===== config.mk =====
export PLATFORM = sky130hd
export DESIGN_NAME = tbc_mac
export DESIGN_NICKNAME = d
export VERILOG_FILES = /design/src/tbc_pkg.sv /design/src/tbc_mac.sv
export SDC_FILE = /design/constraint.sdc
export NUM_CORES = 2
export LEC_CHECK = 0
export ABC_AREA = 1
export ABC_CLOCK_PERIOD_IN_PS = 11000
export BUFFER_PORTS_ARGS = -buffer_cell sky130_fd_sc_hd__buf_2
export CORE_ASPECT_RATIO = 0.5
export CORE_MARGIN = 1.5
export CORE_UTILIZATION = 42
export CTS_BUF_LIST = sky130_fd_sc_hd__clkbuf_4
export DETAILED_ROUTE_END_ITERATION = 8
export PLACE_DENSITY = 0.57
export SLEW_MARGIN = 20
export SYNTH_ARGS = -nofsm -noshare
export SYNTH_HDL_FRONTEND = slang
export SYNTH_SLANG_ARGS = --single-unit
export TNS_END_PERCENT = 30

===== constraint.sdc =====
create_clock -name clk -period 11 [get_ports clk]
set_clock_uncertainty 0.2 [all_clocks]
set_input_delay 0.55 -clock clk [delete_from_list [all_inputs] [get_ports clk]]
set_output_delay 0.55 -clock clk [all_outputs]
set_load 0.02 [all_outputs]

===== src/tbc_pkg.sv =====
// Package for the tetrahedron barycentric coordinate core.
// Holds widths, micro-op encodings and the per-face micro-op table.
// No dependencies.
`timescale 1ns / 1ps
`default_nettype none

package tbc_pkg;

  localparam int CW  = 24;  // coordinate width, Q7.16
  localparam int DW  = 25;  // coordinate difference
  localparam int BW  = 27;  // multiplier B operand
  localparam int PW  = DW + BW;  // product width
  localparam int NVW = 51;  // normal vector component
  localparam int NLW = 26;  // low split of a normal component
  localparam int AW  = 78;  // dot product accumulator
  localparam int QW  = 25;  // raw quotient bits

  localparam logic [4:0] LAST_STEP = 5'd17;
  localparam logic [1:0] LAST_FACE = 2'd3;

  typedef enum logic [3:0] {
    A_E1X, A_E1Y, A_E1Z, A_DXX, A_DXY, A_DXZ, A_DVX, A_DVY, A_DVZ
  } asel_t;

  typedef enum logic [3:0] {
    B_E2X, B_E2Y, B_E2Z, B_NV0L, B_NV0H, B_NV1L, B_NV1H, B_NV2L, B_NV2H
  } bsel_t;

  typedef enum logic [2:0] {
    D_NONE, D_NV0, D_NV1, D_NV2, D_NUM, D_DEN
  } dest_t;

  typedef struct packed {
    asel_t asel;
    bsel_t bsel;
    logic  ld;
    logic  sub;
    dest_t dest;
  } uop_t;

  // control beat that travels with a product through the MAC
  typedef struct packed {
    logic       valid;
    logic       hi;     // B operand is the upper half of a normal component
    logic       ld;     // start a new sum
    logic       sub;
    dest_t      dest;
    logic [1:0] face;
  } mac_ctl_t;

  // One face: cross product n = e1 x e2, then dot(dx, n), then dot(dv, n).
  function automatic uop_t uop_rom(input logic [4:0] step);
    uop_t u;
    u = '{asel: A_E1X, bsel: B_E2X, ld: 1'b0, sub: 1'b0, dest: D_NONE};
    unique case (step)
      5'd0:  u = '{A_E1Y, B_E2Z,  1'b1, 1'b0, D_NONE};
      5'd1:  u = '{A_E1Z, B_E2Y,  1'b0, 1'b1, D_NV0};
      5'd2:  u = '{A_E1Z, B_E2X,  1'b1, 1'b0, D_NONE};
      5'd3:  u = '{A_E1X, B_E2Z,  1'b0, 1'b1, D_NV1};
      5'd4:  u = '{A_E1X, B_E2Y,  1'b1, 1'b0, D_NONE};
      5'd5:  u = '{A_E1Y, B_E2X,  1'b0, 1'b1, D_NV2};
      5'd6:  u = '{A_DXX, B_NV0L, 1'b1, 1'b0, D_NONE};
      5'd7:  u = '{A_DXX, B_NV0H, 1'b0, 1'b0, D_NONE};
      5'd8:  u = '{A_DXY, B_NV1L, 1'b0, 1'b0, D_NONE};
      5'd9:  u = '{A_DXY, B_NV1H, 1'b0, 1'b0, D_NONE};
      5'd10: u = '{A_DXZ, B_NV2L, 1'b0, 1'b0, D_NONE};
      5'd11: u = '{A_DXZ, B_NV2H, 1'b0, 1'b0, D_NUM};
      5'd12: u = '{A_DVX, B_NV0L, 1'b1, 1'b0, D_NONE};
      5'd13: u = '{A_DVX, B_NV0H, 1'b0, 1'b0, D_NONE};
      5'd14: u = '{A_DVY, B_NV1L, 1'b0, 1'b0, D_NONE};
      5'd15: u = '{A_DVY, B_NV1H, 1'b0, 1'b0, D_NONE};
      5'd16: u = '{A_DVZ, B_NV2L, 1'b0, 1'b0, D_NONE};
      5'd17: u = '{A_DVZ, B_NV2H, 1'b0, 1'b0, D_DEN};
      default: u = '{A_E1X, B_E2X, 1'b0, 1'b0, D_NONE};
    endcase
    return u;
  endfunction

endpackage

`default_nettype wire


===== src/tbc_mac.sv =====
// Shared multiply-accumulate unit: 25x27 signed multiply, registered,
// then a 78-bit accumulate with optional 26-bit upshift. Uses tbc_pkg.
`timescale 1ns / 1ps
`default_nettype none

module tbc_mac import tbc_pkg::*; (
  input  wire logic                 clk,
  input  wire logic                 rst_n,
  input  wire logic signed [DW-1:0] op_a,
  input  wire logic signed [BW-1:0] op_b,
  input  wire mac_ctl_t             ctl_in,
  output logic signed [AW-1:0]      acc_sum,
  output mac_ctl_t                  ctl_q
);

  logic signed [PW-1:0] prod_r;
  logic signed [AW-1:0] acc_r;
  logic signed [AW-1:0] ext;
  logic signed [AW-1:0] term;
  mac_ctl_t             ctl_r;

  always_ff @(posedge clk) begin
    if (!rst_n) begin
      ctl_r <= '0;
    end else begin
      ctl_r <= ctl_in;
    end
  end

  always_ff @(posedge clk) begin
    prod_r <= op_a * op_b;
    if (ctl_r.valid) begin
      acc_r <= acc_sum;
    end
  end

  always_comb begin
    ext     = AW'(prod_r);
    term    = ctl_r.hi ? (ext <<< NLW) : ext;
    acc_sum = (ctl_r.ld ? '0 : acc_r) + (ctl_r.sub ? -term : term);
  end

  assign ctl_q = ctl_r;

endmodule

`default_nettype wire


==> flow_metrics.env <==
export IMPL_synth_area_um2=39800
export IMPL_whs_endpoint="prod_r[0]$_DFF_P_"
export IMPL_path_max_fanout=27
export IMPL_worstPathArrival_ps=7600
export IMPL_htreeDepth=4
export IMPL_hold_start="op_a[0]"
export IMPL_cts_tree="yes"
export IMPL_grt_pass1_wl_mm=209
export IMPL_avgSynthCellArea_um2=6.98
export IMPL_place_port_buffers=149
export IMPL_gp_congestion=1.01
export IMPL_drc=16
export IMPL_most_common_layout_cells="nand2_1, inv_1, fa_1"
export IMPL_nets=6693
export IMPL_fp_dieH_um=221
export IMPL_num_vias=35400
export IMPL_async_reset_ff_frac=0
export IMPL_worst_r2r_cell_count=21
export IMPL_yosys_cell_types_count=46
export IMPL_failed_checks="DRC"
export IMPL_clockBufferDepth=2
export IMPL_drv_slew=0
export IMPL_clock_latency_ps=760
export IMPL_boundaryPins=150
export IMPL_setup_ws_ps=3880
export IMPL_period_needed_ps=7120
export IMPL_die_w_um=438
export IMPL_drive_gt1_frac=0.0397
export IMPL_post_dp_hpwl_mm=114
export IMPL_critPathKind="in2reg"
export IMPL_seq_area_frac_synth=0.0896
export IMPL_setup_viol=0
export IMPL_r2r_end="acc_r[68]$_DFFE_PP_"
export IMPL_grt_ovfl_total=0
export IMPL_worstReg2RegStart="ctl_q[7]$_SDFF_PN0_"
export IMPL_fill_cells=9878
export IMPL_maxCapViolations=0
export IMPL_drtIter0Drc=2629
export IMPL_rrSetupSlack_ps=5310
export IMPL_synth_seq_cells=139
export IMPL_final_hold_viol_count=0
export IMPL_syn_num_nets=6688
export IMPL_vias_per_cell=5.07
export IMPL_dr_pass1_iters=9
export IMPL_cts_sinks=139
export IMPL_dp_worst_setup_slack_ps=3020
export IMPL_fmax_ghz=0.140
export IMPL_numCtsBuffers=17
export IMPL_hold_path_depth=3
export IMPL_synth_top_area_cell="fa_1"
export IMPL_start_util=0.426
export IMPL_grtUsageTotal=0.282
export IMPL_die_area_um2=96700
export IMPL_worst_setup_path_end_kind="flop"
export IMPL_design_core_area_um2=93400
export IMPL_slew_limit_headroom=0.231
export IMPL_synthCells=5697
export IMPL_synth_top_area_frac=0.355
export IMPL_rows=79
export IMPL_first_global_vias=36200
export IMPL_fin_util=0.449
export IMPL_drt_wl_total_mm=134
export IMPL_rsz0062_at_grt="no"
export IMPL_post_cts_setup_buffers=0
export IMPL_worst_ep_required_time_ps=11480
export IMPL_clkTransAtPathRegs_ps=170
export IMPL_synthTopCellsByArea="fa_1, nand2_1, inv_1"
export IMPL_worst_setup_path_start_kind="input port"
export IMPL_worst_pin_slew_ps=1150
export IMPL_synthFlopType="edfxtp_1"
export IMPL_grt_max_degree=80
export IMPL_ant_nets=0
export IMPL_status="finished, violations left"
export IMPL_root_buffer="clkbuf_4"
export IMPL_wl_per_cell_um=19.3
export IMPL_fin_crit_sh=0.648
export IMPL_synth_edf_count=78
export IMPL_worstHoldPathType="in2reg"
export IMPL_grt_antenna_before_repair=10
export IMPL_layout_cells_most_common="nand2_1"
export IMPL_fin_tns_setup_ps=0
export IMPL_synthToLayoutAreaGrowth_pct=5.32
export IMPL_synth_warnings=0
## state kept, by name, summed over array words and instances, names as in the netlist
signal	flops
acc_r	78
ctl_q	9
prod_r	52
## synthesized netlist by cell type, types with 23 or more instances
cell type	count
nand4_1	48
o21ai_0	125
nand2_1	1649
clkbuf_1	167
nor3_1	23
dfxtp_1	61
ha_1	223
nor2_1	462
o21ai_1	32
fa_1	705
xnor2_1	33
edfxtp_1	78
inv_1	1501
nand3_1	162
a21oi_1	179
xor2_1	108
o21bai_1	27
## stage by stage
step / cell area, µm² / hold slack [ps] / instances
floorplan: 39800 / 443 / 5697
global placement: 41400 / 508 / 6920
detailed placement: 41400 / 538 / 6920
CTS: 41900 / 76.4 / 6970
global route: 41900 / 182 / 6978
finish: 41900 / 186 / 6979
## layout make-up
type	instances	area [µm²]	area share
multi-input combinational	3862	29800	0.711
inverter	1506	5650	0.135
sequential	139	3570	0.0852
tap	1255	1570	0.0375
timing repair buffer	176	993	0.0237
clock inverter	15	173	0.00412
clock buffer	17	128	0.00305
antenna	9	22.5	0.000538
## routing by layer
layer	global-route usage	share of wire	vias up
li1	-	-	16500
met1	0.394	0.45	17300
met2	0.456	0.45	1314
met3	0.0340	0.062	200
met4	0.0933	0.031	0
met5	0	0	-
## worst max path at each step
stage                     startpoint                  to  slack, ps  cells past startpoint
after global routing         op_a[1]  prod_r[44]$_DFF_P_       3490                     19
after floorplan              op_a[2]  prod_r[47]$_DFF_P_       4020                     23
final                        op_a[1]  prod_r[44]$_DFF_P_       3880                     19
after global placement       op_a[1]  prod_r[44]$_DFF_P_       3160                     19
after detailed placement     op_a[1]  prod_r[44]$_DFF_P_       3020                     19
after CTS                    op_a[1]  prod_r[44]$_DFF_P_       3920                     19
## logic make-up after synthesis
family,share of synthesized area
DFF,0.0896
and+or+nand+nor,0.238
buffers and inverters,0.162
AOI/OAI and AO/OA,0.0544
adders and majority gates,0.425
xor gates and xnor gates,0.0310
## critical path: stages
cell,delay (ps)
buf_2,460
nand2_1,170
inv_1,160
fa_1,550
fa_1,680
inv_1,200
fa_1,460
inv_1,510
fa_1,560
fa_1,580
fa_1,430
fa_1,440
ha_1,370
a21oi_1,220
a21boi_0,310
o21ai_0,210
a21oi_1,190
nand3_1,230
xor2_1,300
## what timing repair did
item,CTS,global route
resized for setup,0,0
hold buffers,18,0
hold endpoints to repair,9,0
Power is not shown: default switching activity piles up to over one toggle a cycle in this logic, so the estimate is an artifact.
