## config.mk

```make
export PLATFORM = sky130hd
export DESIGN_NAME = tbc_div
export DESIGN_NICKNAME = d
export VERILOG_FILES = /design/src/tbc_pkg.sv /design/src/tbc_div.sv
export SDC_FILE = /design/constraint.sdc
export NUM_CORES = 1
export LEC_CHECK = 0
export ABC_AREA = 1
export BUFFER_PORTS_ARGS = -buffer_cell sky130_fd_sc_hd__buf_2
export CAP_MARGIN = 20
export CORE_UTILIZATION = 25
export CTS_CLUSTER_SIZE = 10
export DETAILED_ROUTE_END_ITERATION = 8
export PLACE_DENSITY = 0.4
export SLEW_MARGIN = 20
export SYNTH_ARGS = -nofsm -noshare
export SYNTH_HDL_FRONTEND = slang
export SYNTH_SLANG_ARGS = --single-unit
```

## constraint.sdc

```tcl
create_clock -name clk -period 8.5 [get_ports clk]
set_clock_uncertainty 0.05 [all_clocks]
set_input_delay 0.85 -clock clk [delete_from_list [all_inputs] [get_ports clk]]
set_output_delay 0.85 -clock clk [all_outputs]
set_load 0.01 [all_outputs]
```

## src/tbc_pkg.sv

```systemverilog
// Package for the tetrahedron barycentric coordinate core.
// Holds widths, micro-op encodings and the per-face micro-op table.
// No dependencies.
`timescale 1ns / 1ps
`default_nettype none

package tbc_pkg;

  localparam int CW  = 24;  // coordinate width, Q7.16
  localparam int DW  = 25;  // coordinate difference
  localparam int BW  = 27;  // multiplier B operand
  localparam int PW  = DW + BW;  // product width
  localparam int NVW = 51;  // normal vector component
  localparam int NLW = 26;  // low split of a normal component
  localparam int AW  = 78;  // dot product accumulator
  localparam int QW  = 25;  // raw quotient bits

  localparam logic [4:0] LAST_STEP = 5'd17;
  localparam logic [1:0] LAST_FACE = 2'd3;

  typedef enum logic [3:0] {
    A_E1X, A_E1Y, A_E1Z, A_DXX, A_DXY, A_DXZ, A_DVX, A_DVY, A_DVZ
  } asel_t;

  typedef enum logic [3:0] {
    B_E2X, B_E2Y, B_E2Z, B_NV0L, B_NV0H, B_NV1L, B_NV1H, B_NV2L, B_NV2H
  } bsel_t;

  typedef enum logic [2:0] {
    D_NONE, D_NV0, D_NV1, D_NV2, D_NUM, D_DEN
  } dest_t;

  typedef struct packed {
    asel_t asel;
    bsel_t bsel;
    logic  ld;
    logic  sub;
    dest_t dest;
  } uop_t;

  // control beat that travels with a product through the MAC
  typedef struct packed {
    logic       valid;
    logic       hi;     // B operand is the upper half of a normal component
    logic       ld;     // start a new sum
    logic       sub;
    dest_t      dest;
    logic [1:0] face;
  } mac_ctl_t;

  // One face: cross product n = e1 x e2, then dot(dx, n), then dot(dv, n).
  function automatic uop_t uop_rom(input logic [4:0] step);
    uop_t u;
    u = '{asel: A_E1X, bsel: B_E2X, ld: 1'b0, sub: 1'b0, dest: D_NONE};
    unique case (step)
      5'd0:  u = '{A_E1Y, B_E2Z,  1'b1, 1'b0, D_NONE};
      5'd1:  u = '{A_E1Z, B_E2Y,  1'b0, 1'b1, D_NV0};
      5'd2:  u = '{A_E1Z, B_E2X,  1'b1, 1'b0, D_NONE};
      5'd3:  u = '{A_E1X, B_E2Z,  1'b0, 1'b1, D_NV1};
      5'd4:  u = '{A_E1X, B_E2Y,  1'b1, 1'b0, D_NONE};
      5'd5:  u = '{A_E1Y, B_E2X,  1'b0, 1'b1, D_NV2};
      5'd6:  u = '{A_DXX, B_NV0L, 1'b1, 1'b0, D_NONE};
      5'd7:  u = '{A_DXX, B_NV0H, 1'b0, 1'b0, D_NONE};
      5'd8:  u = '{A_DXY, B_NV1L, 1'b0, 1'b0, D_NONE};
      5'd9:  u = '{A_DXY, B_NV1H, 1'b0, 1'b0, D_NONE};
      5'd10: u = '{A_DXZ, B_NV2L, 1'b0, 1'b0, D_NONE};
      5'd11: u = '{A_DXZ, B_NV2H, 1'b0, 1'b0, D_NUM};
      5'd12: u = '{A_DVX, B_NV0L, 1'b1, 1'b0, D_NONE};
      5'd13: u = '{A_DVX, B_NV0H, 1'b0, 1'b0, D_NONE};
      5'd14: u = '{A_DVY, B_NV1L, 1'b0, 1'b0, D_NONE};
      5'd15: u = '{A_DVY, B_NV1H, 1'b0, 1'b0, D_NONE};
      5'd16: u = '{A_DVZ, B_NV2L, 1'b0, 1'b0, D_NONE};
      5'd17: u = '{A_DVZ, B_NV2H, 1'b0, 1'b0, D_DEN};
      default: u = '{A_E1X, B_E2X, 1'b0, 1'b0, D_NONE};
    endcase
    return u;
  endfunction

endpackage

`default_nettype wire

```

## src/tbc_div.sv

```systemverilog
// Restoring divider: num * 2^16 / den, truncated toward zero, one
// quotient bit per cycle, saturated to 24 bits. Uses tbc_pkg.
`timescale 1ns / 1ps
`default_nettype none

module tbc_div import tbc_pkg::*; (
  input  wire logic                 clk,
  input  wire logic                 rst_n,
  input  wire logic                 start,
  input  wire logic signed [AW-1:0] num,
  input  wire logic signed [AW-1:0] den,
  output logic                      done,
  output logic signed [CW-1:0]      quot
);

  localparam int RW = AW + 24;

  logic          busy_r;
  logic          fin_r;
  logic [4:0]    cnt_r;
  logic [RW-1:0] rem_r;
  logic [RW-1:0] dvs_r;
  logic [QW-1:0] q_r;
  logic          neg_r;
  logic [AW-1:0] nmag;
  logic [AW-1:0] dmag;
  logic [RW:0]   diff;

  assign nmag = num[AW-1] ? AW'(-num) : AW'(num);
  assign dmag = den[AW-1] ? AW'(-den) : AW'(den);
  assign diff = {1'b0, rem_r} - {1'b0, dvs_r};

  always_ff @(posedge clk) begin
    if (!rst_n) begin
      busy_r <= 1'b0;
      fin_r  <= 1'b0;
    end else begin
      fin_r <= 1'b0;
      if (start) begin
        busy_r <= 1'b1;
      end else if (busy_r && cnt_r == 5'(QW - 1)) begin
        busy_r <= 1'b0;
        fin_r  <= 1'b1;
      end
    end
  end

  always_ff @(posedge clk) begin
    if (start) begin
      cnt_r <= '0;
      rem_r <= {8'b0, nmag, 16'b0};
      dvs_r <= {dmag, 24'b0};
      q_r   <= '0;
      neg_r <= num[AW-1] ^ den[AW-1];
    end else if (busy_r) begin
      cnt_r <= cnt_r + 5'd1;
      dvs_r <= dvs_r >> 1;
      if (!diff[RW]) begin
        rem_r <= diff[RW-1:0];
      end
      q_r <= {q_r[QW-2:0], ~diff[RW]};
    end
  end

  always_comb begin
    if (neg_r) begin
      quot = (q_r > QW'(24'h800000)) ? CW'(24'h800000) : CW'(-q_r);
    end else begin
      quot = (q_r > QW'(24'h7FFFFF)) ? CW'(24'h7FFFFF) : q_r[CW-1:0];
    end
  end

  assign done = fin_r;

endmodule

`default_nettype wire

```

==> flow_metrics.py <==
metrics = {
    "drt": {
        "final_wirelength_um": 124000,
        "route.detailed.vias_per_inst": 4.76,
        "detailroute.via_count": 28300,
        "count_of_antenna_violating_nets_left_after_detailed_routing": 0,
        "drc": 0,
        "drt_first_pass_iters": 9,
        "drtIter0Drc": 2357,
        "post_drt_wl_per_cell_um": 20.9,
    },
    "placed_design": {
        "dpl.hpwl_um": 105000,
        "instance_count_after_placement_with_tap_cells_included": 5882,
        "place.gp.congestion": 1.01,
        "detailedPlace.worstSlack_ns": 4.20,
        "io_buffer_count": 183,
    },
    "logic_synthesis": {
        "ys_ff_latch": 237,
        "synth_nets": 4678,
        "netlist.area_leader.share_pct": 21.0,
        "yosysSeqAreaShare_pct": 24.7,
        "post_synthesis_cell_area_um2": 25600,
        "yosys-top-cells-area": "nand2_1 21%, edfxtp_1 18%, inv_1 12%, nor2_1 8.5%, dfxtp_1 6.3%",
        "synthDistinctLibCells": 53,
        "syn_area_per_cell_um2": 5.80,
        "yosysTopAreaCell": "nand2_1",
        "synth_commonest_cells": "1430 x nand2_1, 791 x inv_1, 581 x nor2_1",
        "post_synth_inst_count": 4410,
        "synth_warnings": 0,
        "async_flop_share_pct": 0,
        "number_of_enable_type_register_cells_in_the_synthesized_netlist": 157,
        "synth_flop_cell": "edfxtp_1",
        "most_repeated_cell_in_the_gate_level_netlist_after_synthesis": "nand2_1",
    },
    "die": {
        "die_height_um": 322,
        "die_w_um": 322,
        "start_util_pct": 25.4,
        "placement_rows": 116,
        "boundaryPins": 184,
        "dieArea_um2": 104000,
        "core_area_um2": 101000,
    },
    "power": {
        "power_density_nw_per_um2": 154,
        "p_seq_share_pct": 30.4,
        "power_frac_clock_pct": 31.7,
        "comb_power_share_pct": 37.9,
        "switching_share_of_total_power_pct": 41.5,
        "power.static_leakage_nw": 14.1,
        "total_switching_power_w": 0.00185,
        "vdd_ir_drop_max_uv": 98.8,
        "internal_power_w": 0.00261,
    },
    "global_routing": {
        "met2_usage_pct": 35.7,
        "wire_length_of_the_first_global_routing_pass_um": 178000,
        "initial_antenna_violation_count": 5,
        "track_usage_pct": 23.5,
        "grtUsageMet1_pct": 35.0,
        "globalRoute.totalOverflow": 0,
        "first_global_vias": 27000,
        "grt_max_degree": 86,
        "grt_util_met3_pct": 2.00,
        "grt.busiest_layer": "met2",
    },
    "sta": {
        "worstMarginPinSlew_ns": 1.22,
        "relSlewSlack_pct": 18.1,
        "final.period_utilization_pct": 49.6,
        "fin_setup_tns_ns": 0,
        "hold_violations": 0,
        "number_of_max_slew_violations_in_the_final_report": 0,
        "final.setup.worst_slack_ns": 4.28,
        "period_needed_ns": 4.22,
        "rsz0062_at_grt": "false",
        "finalHoldWorstSlack_ns": 0.415,
        "timing.final.setup_violations": 0,
        "achievable-frequency_mhz": 237,
    },
    "worst_hold_path": {
        "worstHoldPathType": "flop to flop",
        "whs_endpoint": "cnt_r[4]$_SDFFE_PP0P_",
        "hp-start": "cnt_r[4]$_SDFFE_PP0P_",
        "hold-path-cell-count": 1,
    },
    "clock_tree": {
        "clock_tree_from_tritoncts": "built",
        "clock-sinks": 237,
        "cts_setup_buffers": 0,
        "worst_setup_hold_path_clk_slew_ns": 0.06,
        "cts_buffers": 34,
        "cts_root_buf": "clkbuf_16",
        "clk_path_buf_depth": 3,
        "cts_hold_buf": 0,
        "clkLatencyLatePin_ns": 0.57,
        "cts_repair_resize_count": 0,
        "cts.htree.levels": 2,
    },
    "critical_path": {
        "cp_cell_sequence": "inv_1 > ha_1 > inv_1 > fa_1 > nand3_1 > nand3_1 > nand2_1 > nand2_1 > nand2_1 > nand3_2 > nand2_1 > nand2_2 > nand2_2 > nand3_4 > nand2_4 > nand2_4 > buf_4",
        "regToRegStartpoint": "rem_r[0]$_SDFFE_PP0P_",
        "timing.critical_path.required_ns": 8.64,
        "worst-setup-path-type": "flop to flop",
        "critical_path_top_delay_cell": "buf_4",
        "critical-path-max-stage-delay_ns": 0.67,
        "cp_max_fo": 48,
        "cp_common_cell": "nand2_1",
        "reg2reg_to": "rem_r[69]$_DFFE_PP_",
        "critical_path.startpoint_type": "flop",
        "crit_path_end_kind": "flop",
        "cp.arrival_ns": 4.35,
        "worstRegToRegCells": 17,
        "regToRegSetupSlack_ns": 4.28,
    },
    "cells_and_area": {
        "area_delta_synth_final_pct": 13.4,
        "final_cells": 5945,
        "layout.filler_cells": 11800,
        "finish.net_count": 4829,
        "post_route_cells_drive_above_1_share_pct": 6.67,
    },
    "run_status": {
        "run_status": "completed",
    },
    "job": {
        "max-cap-violations": 0,
    },
}
-- cell usage in the layout (no fill, tap or decap), types with 5 or more instances in the layout --
| cell type | n |
|---|---|
| nand2_1 | 1428 |
| inv_1 | 791 |
| nor2_1 | 581 |
| nand3_1 | 234 |
| o21ai_0 | 232 |
| buf_2 | 182 |
| a21oi_1 | 171 |
| edfxtp_1 | 157 |
| ha_1 | 108 |
| nand4_1 | 104 |
| o22ai_1 | 88 |
| dfxtp_1 | 80 |
| xor2_1 | 63 |
| nor3_1 | 55 |
| xnor2_1 | 49 |
| clkbuf_16 | 34 |
| nand3b_1 | 26 |
| o21bai_1 | 25 |
| o21ai_1 | 16 |
| nor2_2 | 15 |
| nor4_1 | 14 |
| clkbuf_1 | 14 |
| buf_4 | 13 |
| nand2_2 | 9 |
| o22ai_2 | 9 |
| and2_1 | 7 |
| or2_2 | 7 |
| nor3_2 | 6 |
| a21boi_0 | 6 |
| o211ai_1 | 6 |
| clkbuf_8 | 5 |
-- state kept, by name, indices dropped and copies added, names as in the netlist --
name / count
neg_r: 1
q_r: 25
dvs_r: 102
rem_r: 102
done: 1
cnt_r: 5
busy_r: 1
-- kinds of logic after synthesis --
kind of cell	count (synthesis)	share of synthesized area, %
AND/OR/NAND/NOR	2506	40.6
XOR/XNOR	112	3.84
buffers and inverters	878	13.1
adder cells (fa/ha/maj)	109	5.36
flip-flops	237	24.7
multiplexers	1	0.0391
AO/OA/AOI/OAI	567	12.3
-- layer usage --
| layer | vias to the layer above | part of all wire [%] |
|---|---|---|
| met2 | 848 | 42 |
| met4 | 0 | 2.8 |
| li1 | 14300 | - |
| met1 | 13000 | 50 |
| met5 | - | 0 |
| met3 | 116 | 5.4 |
-- through the flow --
step	utilization [%]	area (um^2)	power (W)
after global placement	27.7	27900	0.00305
after floorplan	-	25600	0.00238
final	28.8	29000	0.00445
after global routing	28.8	29000	0.00469
after detailed placement	27.7	27900	0.00303
after CTS	28.8	29000	0.00447
-- how the worst max path moves through the flow --
stage,from,to,slack [ns],depth (start not counted)
finish,rem_r[0]$_SDFFE_PP0P_,rem_r[69]$_DFFE_PP_,4.28,17
global route,rem_r[0]$_SDFFE_PP0P_,rem_r[73]$_DFFE_PP_,3.92,17
CTS,rem_r[0]$_SDFFE_PP0P_,rem_r[69]$_DFFE_PP_,4.18,17
detailed placement,rem_r[0]$_SDFFE_PP0P_,rem_r[17]$_DFFE_PP_,4.20,17
global placement,rem_r[0]$_SDFFE_PP0P_,rem_r[17]$_DFFE_PP_,4.23,17
floorplan,rem_r[0]$_SDFFE_PP0P_,rem_r[16]$_DFFE_PP_,4.23,18
-- critical path, delay by kind of cell, from the launching register on --
family | cells | cell delay (ns)
simple gates | 12 | 2.09
buf+inv | 3 | 0.85
fa+ha+maj | 2 | 0.46
flops | 1 | 0.32
-- area by class of cell --
cell class                 count  area (um^2)  share of cell area [%]
antenna                        1         2.50                 0.00863
clock buffer                  53          972                    3.35
clock inverter                 9         90.1                   0.311
inverter                     798         3000                    10.3
multi-input combinational   3295        15900                    54.9
sequential                   237         6320                    21.8
tap                         1357         1700                    5.85
timing repair buffer         195         1010                    3.48
-- power by group through the flow --
stage	Combinational, W	Sequential (W)	Clock (W)
CTS	0.00166	0.00135	0.00145
detailed placement	0.00165	0.00138	0
global placement	0.00167	0.00138	0
finish	0.00169	0.00136	0.00141
floorplan	0.00102	0.00136	0
global route	0.00184	0.00136	0.00149
Note: power is estimated with default switching activity, not from simulation.
